--- config.mk ---
export PLATFORM = sky130hd
export DESIGN_NAME = cmc_channel
export DESIGN_NICKNAME = d
export VERILOG_FILES = /design/src/hdl/cmc_pkg.sv /design/src/hdl/cmc_channel.sv
export SDC_FILE = /design/constraint.sdc
export NUM_CORES = 2
export LEC_CHECK = 0
export ABC_AREA = 1
export BUFFER_PORTS_ARGS = -buffer_cell sky130_fd_sc_hd__buf_4
export CORE_ASPECT_RATIO = 1.75
export CORE_MARGIN = 2
export CORE_UTILIZATION = 65
export CTS_CLUSTER_SIZE = 28
export DETAILED_ROUTE_END_ITERATION = 8
export PLACE_DENSITY_LB_ADDON = 0.2
export SLEW_MARGIN = 15
export SYNTH_ARGS = -nofsm -noshare
export SYNTH_HDL_FRONTEND = slang
export SYNTH_SLANG_ARGS = --single-unit
--- constraint.sdc ---
create_clock -name clock -period 6.9 [get_ports clock]
set_input_delay 1.035 -clock clock [delete_from_list [all_inputs] [get_ports clock]]
set_output_delay 1.035 -clock clock [all_outputs]
set_load 0.01 [all_outputs]
--- src/hdl/cmc_pkg.sv ---
// cmc_pkg: shared types, register codes and constants of the color matrix converter
// no dependencies; imported by cmc_channel, color_matrix_3x3_converter and its test
`timescale 1ns / 1ps
`default_nettype none

package cmc_pkg;

   localparam int SAMPLE_W = 16;
   localparam int VEC_W = 17;
   localparam int ROW_W = 48;
   localparam int CSR_IDX_W = 3;

   localparam int COEF_WIDTH_DEF = 16;
   localparam int FRAC_BITS_DEF = 12;

   localparam int LUMA_OFFSET = 16;
   localparam int CHROMA_OFFSET = 128;
   localparam int MAX8 = 255;
   localparam int MAX16 = 65535;

   localparam logic [CSR_IDX_W-1:0] CSR_ROW0 = 3'd0;
   localparam logic [CSR_IDX_W-1:0] CSR_ROW1 = 3'd1;
   localparam logic [CSR_IDX_W-1:0] CSR_ROW2 = 3'd2;
   localparam logic [CSR_IDX_W-1:0] CSR_CLAMP = 3'd3;
   localparam logic [CSR_IDX_W-1:0] CSR_FORMAT = 3'd4;

   localparam logic [ROW_W-1:0] ROW0_RESET = 48'd4096;
   localparam logic [ROW_W-1:0] ROW1_RESET = 48'd268435456;
   localparam logic [ROW_W-1:0] ROW2_RESET = 48'd17592186044416;

   typedef enum logic [1:0] {
      FMT_UYVY = 2'd0,
      FMT_RGB  = 2'd1,
      FMT_RG48 = 2'd2
   } format_type;

   typedef logic signed [VEC_W-1:0] vec_type;

   typedef struct packed {
      logic [15:0] sample_0;
      logic [15:0] sample_1;
      logic [15:0] sample_2;
      logic [7:0]  sample_3;
   } req_type;

   typedef struct packed {
      logic [15:0] chan_0;
      logic [15:0] chan_1;
      logic [15:0] chan_2;
      logic        last_of_group;
   } rsp_type;

   typedef struct packed {
      logic valid;
      logic last;
      logic clamp;
      logic wide;
   } stage_type;

   typedef struct packed {
      logic clamp;
      logic wide;
   } sat_ctl_type;

endpackage

`default_nettype wire

--- src/hdl/cmc_channel.sv ---
// cmc_channel: one output channel: products, sum, truncation toward zero, clamp/wrap
// depends on cmc_pkg
`timescale 1ns / 1ps
`default_nettype none

module cmc_channel #(
   parameter int COEF_WIDTH = cmc_pkg::COEF_WIDTH_DEF,
   parameter int FRAC_BITS = cmc_pkg::FRAC_BITS_DEF
) (
   input  wire logic                             clock,
   input  wire logic [cmc_pkg::ROW_W-1:0]        row,
   input  wire cmc_pkg::vec_type                 vec [3],
   input  wire cmc_pkg::sat_ctl_type             sat_ctl,
   output logic [cmc_pkg::SAMPLE_W-1:0]          chan
);
   import cmc_pkg::*;

   localparam int PackW = (3 * COEF_WIDTH > ROW_W) ? 3 * COEF_WIDTH : ROW_W;
   localparam int ProdW = COEF_WIDTH + VEC_W;
   localparam int SumW = ProdW + 2;
   localparam int QuoW = SumW - FRAC_BITS;
   localparam int CmpW = (QuoW > SAMPLE_W + 1) ? QuoW : SAMPLE_W + 1;

   logic [PackW-1:0]             row_ext;
   logic signed [COEF_WIDTH-1:0] coef [3];
   logic signed [ProdW-1:0]      prod_in [3];
   logic signed [ProdW-1:0]      prod_ff [3];
   logic signed [SumW-1:0]       sum_in;
   logic signed [SumW-1:0]       sum_ff;
   logic signed [SumW-1:0]       shifted;
   logic                         round_up;
   logic signed [QuoW-1:0]       quo_in;
   logic signed [QuoW-1:0]       quo_ff;
   logic signed [CmpW-1:0]       quo_x;
   logic [CmpW-1:0]              max_x;
   logic [SAMPLE_W-1:0]          chan_in;
   logic [SAMPLE_W-1:0]          chan_ff;

   assign row_ext = PackW'(row);

   always_comb begin
      for (int k = 0; k < 3; k++) begin
         coef[k] = row_ext[k*COEF_WIDTH +: COEF_WIDTH];
         prod_in[k] = ProdW'(coef[k]) * ProdW'(vec[k]);
      end
   end

   assign sum_in = SumW'(prod_ff[0]) + SumW'(prod_ff[1]) + SumW'(prod_ff[2]);

   // arithmetic shift floors, so bump negative values with a nonzero fraction
   assign shifted = sum_ff >>> FRAC_BITS;
   assign round_up = sum_ff[SumW-1] & (|sum_ff[FRAC_BITS-1:0]);
   assign quo_in = QuoW'(shifted) + QuoW'(round_up);

   assign quo_x = CmpW'(quo_ff);
   assign max_x = sat_ctl.wide ? CmpW'(MAX16) : CmpW'(MAX8);

   always_comb begin
      if (sat_ctl.clamp) begin
         if (quo_x[CmpW-1]) begin
            chan_in = '0;
         end else if ($unsigned(quo_x) > max_x) begin
            chan_in = max_x[SAMPLE_W-1:0];
         end else begin
            chan_in = quo_x[SAMPLE_W-1:0];
         end
      end else begin
         chan_in = quo_x[SAMPLE_W-1:0] & max_x[SAMPLE_W-1:0];
      end
   end

   always_ff @(posedge clock) begin
      for (int k = 0; k < 3; k++) begin
         prod_ff[k] <= prod_in[k];
      end
      sum_ff <= sum_in;
      quo_ff <= quo_in;
      chan_ff <= chan_in;
   end

   assign chan = chan_ff;

endmodule

`default_nettype wire

# After elaboration in Yosys (flattened, before gate mapping)
# Memory sizes are Yosys's and may differ from the RTL's.
# Cells that the tools add are included.
dict set report totals {
  inputBits 102
  reg_bits 74
  n_memories 1
  word_cells 18
  ram_bits 99
  output_inout_bits 16
}
dict set report classes {
  mul 3
  add_sub_neg 3
  n_lt_le_gt_ge 1
  muxes 4
  bitwise 2
  n_reduce_logical 1
}
# name words width rd rd_ports_with_merged_regs wr line_no
set memory_table {}
lappend memory_table {prod_ff 3 33 3 0 3 cmc_channel.sv:27} ;# logic signed [ProdW-1:0] prod_ff [3];
# cell n
set ops {}
lappend ops {{multiplier 16 x 17 -> 33 bit} 3}
lappend ops {{two-way mux 16 bit} 4}
lappend ops {{adder 34 x 33 -> 35 bit} 1}
lappend ops {{adder 33 x 33 -> 34 bit} 1}
lappend ops {{adder 23 x 1 -> 23 bit} 1}
lappend ops {{greater-than comparator 23 x 16 -> 1 bit} 1}
lappend ops {{AND 16 bit} 1}
lappend ops {{OR reduction 12 bit} 1}
lappend ops {{AND 1 bit} 1}

# Longest topological paths before layout
dict set report depth {
  ltp_word 5
  mapped_depth 26
  ltp_nobuf 25
}

# Worst setup path before layout
# Ideal clock, no wire load.
dict set report synth_timing {
  path_kind {input port to flip-flop}
  start {in row[2] in the netlist's numbering}
  end {mem prod_ff[0][31] in the netlist's numbering}
  required_time_ns 6.788
  arrival_time_ns 6.251
  path_slack_ns 0.536
  setup_ns 0.112
  path_stages 23
  path_buffers 2
  cell_sequence {clkbuf_1 clkbuf_1 nand2_1 fa_1 inv_1 fa_1 inv_1 fa_1 inv_1 fa_1 fa_1 inv_1 fa_1 inv_1 ha_1 a21oi_1 o21ai_0 nand2_1 nand3_1 a21oi_1 nand2_1 nand2_1 nand2_1}
}
# element line_no
set synth_lines {}
lappend synth_lines {{start, declared} cmc_channel.sv:11} ;# input wire logic [cmc_pkg::ROW_W-1:0] row,
lappend synth_lines {{end, declared} cmc_channel.sv:27}

==> results.toml <==
[sta]
fmax_mhz = 160
tightest_slew_ns = 0.637
fin_skew_ns = 0.0101
finalMaxSlewViolations = 0
hold_violations = 0
relSlewSlack = 0.571
setup_violations = 0
rsz0062_at_grt = "no"
min_period_ns = 6.27
fin_crit_sh = 0.908
fin_tns_setup_ns = 0

[floorplanning]
dieWidth_um = 193
die_height_um = 335
die_area_um2 = 64800
io_pins = 118
start_util = 0.657
rows = 121
coreArea_um2 = 62100

[grt]
gr-total-overflow = 0
grt_max_degree = 18
track_usage = 0.345
grt_pass1_wl_um = 175000
antenna_found_initial = 0
grt_pass1_vias = 35400

[clock_network]
cts_repair_resize_count = 0
htree_levels = 4
clkTransAtPathRegs_ns = 0.07
postCtsSetupRepairBufs = 0
cts_tree = "done"
cts_root_buffer = "clkbuf_16"
cts_sinks = 173
cts_buffers = 17
insertion_delay_ns = 0.45
hold_buffers = 0
clk_path_buf_depth = 2

[min_path]
min_path_type = "register to register"
hold_depth = 1

[setup_path]
critPathKind = "input port to register"
critPathCaptureType = "register"
cpMostUsedCell = "fa_1"
slowest_stage = "fa_1"
cp.arrival_ns = 6.62
reg2reg_slack_ns = 3.89
worst_ep_required_time_ns = 7.25
critPathMaxFanout = 17
path_buf_inv = 4
crit_cells = 19
crit_path_cell_trace = "buf_4 > nand2_1 > inv_1 > fa_1 > fa_1 > fa_1 > inv_1 > fa_1 > inv_1 > fa_1 > fa_1 > ha_1 > a21oi_1 > a21boi_0 > o21ai_0 > a21oi_1 > nand2_1 > nand2_1 > nand2_1"
crit_family = "adder cells"
cpPeakStageDelay_ns = 0.78
cp-start-kind = "input port"
reg2regPathDepth = 12

[placement]
dpl.hpwl_um = 92700
numPortBuffers = 117
place.gp.congestion = 0.988
dpl_cell_area_um2 = 42000

[synthesis]
syn_inst = 5249
yosysUniqueCellTypes = 38
syn-num-nets = 6516
ys_seq_area_frac = 0.0849
ys_warn_count = 0
synth_seq_cells = 173
avgSynthCellArea_um2 = 7.77
synth.top_cell.area_share = 0.423
yosysTopAreaCell = "fa_1"
synth_area_leaders = "fa_1 42%, inv_1 14%, nand2_1 12%"
netlist_area_um2 = 40800

[drt]
routedWlPerCell_um = 17.6
vias_per_cell = 5.34
drt_iter0_markers = 1528
drc = 0
vias = 32200
ant_nets = 0
dr.pass1.iters = 6
wl_um = 106000

[run]
cap_violations = 0

[final_layout]
final_cell_mix = "1,509 x inv_1, 1,336 x nand2_1, 862 x fa_1, 303 x ha_1, 225 x nor2_1"
final_common_cell = "inv_1"
diodes = 0
drive_gt1_frac = 0.0365
nets = 6481
final_cell_area_um2 = 42600
area_growth_pct = 4.49

[outcome]
status = "finished clean"
[routing by layer]
layer | GRT usage | vias to the layer above | wire length (µm) | share of wire
met5 | 0 | - | 0 | 0
met4 | 0.246 | 0 | 8950 | 0.084
met3 | 0.0327 | 478 | 3720 | 0.035
met2 | 0.671 | 1021 | 59100 | 0.56
met1 | 0.338 | 15700 | 34400 | 0.32
li1 | - | 14900 | - | -
[sequential cells by signal, indices dropped and copies added (netlist names)]
register	cells
prod_ff	99
sum_ff	35
quo_ff	23
chan	16
[worst register-to-register path, stage by stage, from the launching register on]
cell and delay (ns):
dfxtp_1 0.42, fa_1 0.57, ha_1 0.21, inv_1 0.10, fa_1 0.45, inv_1 0.09, nand3_1 0.06, nand2_1 0.19
a21boi_1 0.20, o21ai_1 0.30, nand2_1 0.13, nand3_1 0.09, nand2_1 0.08
[metrics by stage]
stage	hold slack, ns	instances	utilization	worst slack [ns]
after floorplan	0.431	5249	-	0.536
after global placement	0.442	5994	0.677	0.152
after CTS	0.466	6025	0.686	0.613
after detailed placement	0.443	5994	0.677	0.149
final	0.461	6025	0.686	0.634
after global routing	0.490	6025	0.686	0.326
[cell usage after synthesis (all sizes together)]
library cell and number:
fa 862, xnor2 22, nor3 27, or2 16
nand3 151, ha 303, inv 1510, o21bai 12
a21o 10, a21boi 5, o211ai 6, nor2 231
nand2 1340, o21a 10, o21ai 81, nand2b 2
dfxtp 173, a21oi 142, xor2 95, clkinv 1
nand3b 9, nor4 14, nand4 44, buf 2
clkbuf 176, and2 2, a31oi 3
[cell families after synthesis]
family          share of synthesized area
xor+xnor                           0.0251
buf+inv                             0.155
simple gates                        0.182
compound gates                     0.0358
fa+ha+maj                           0.516
flops                              0.0849
[cell type report]
class | count | area (µm²)
flip-flops and latches | 173 | 3460
clock buffers | 18 | 439
fillers | 5381 | 19500
inverters | 1511 | 5670
multi-input cells | 3387 | 31000
clock inverters | 13 | 130
well taps | 799 | 1000
repair buffers | 124 | 931
[final timing paths]
path	end	startpoint
worst min-delay path	quo_ff[0]	sum_ff[12]
worst max register to register	sum_ff[31]	prod_ff[0][1]
worst max-delay path	prod_ff[0][96]	row[33]
worst min register to register	quo_ff[0]	sum_ff[12]
Power is not shown: default switching activity piles up to over one toggle a cycle in this logic, so the estimate is an artifact.
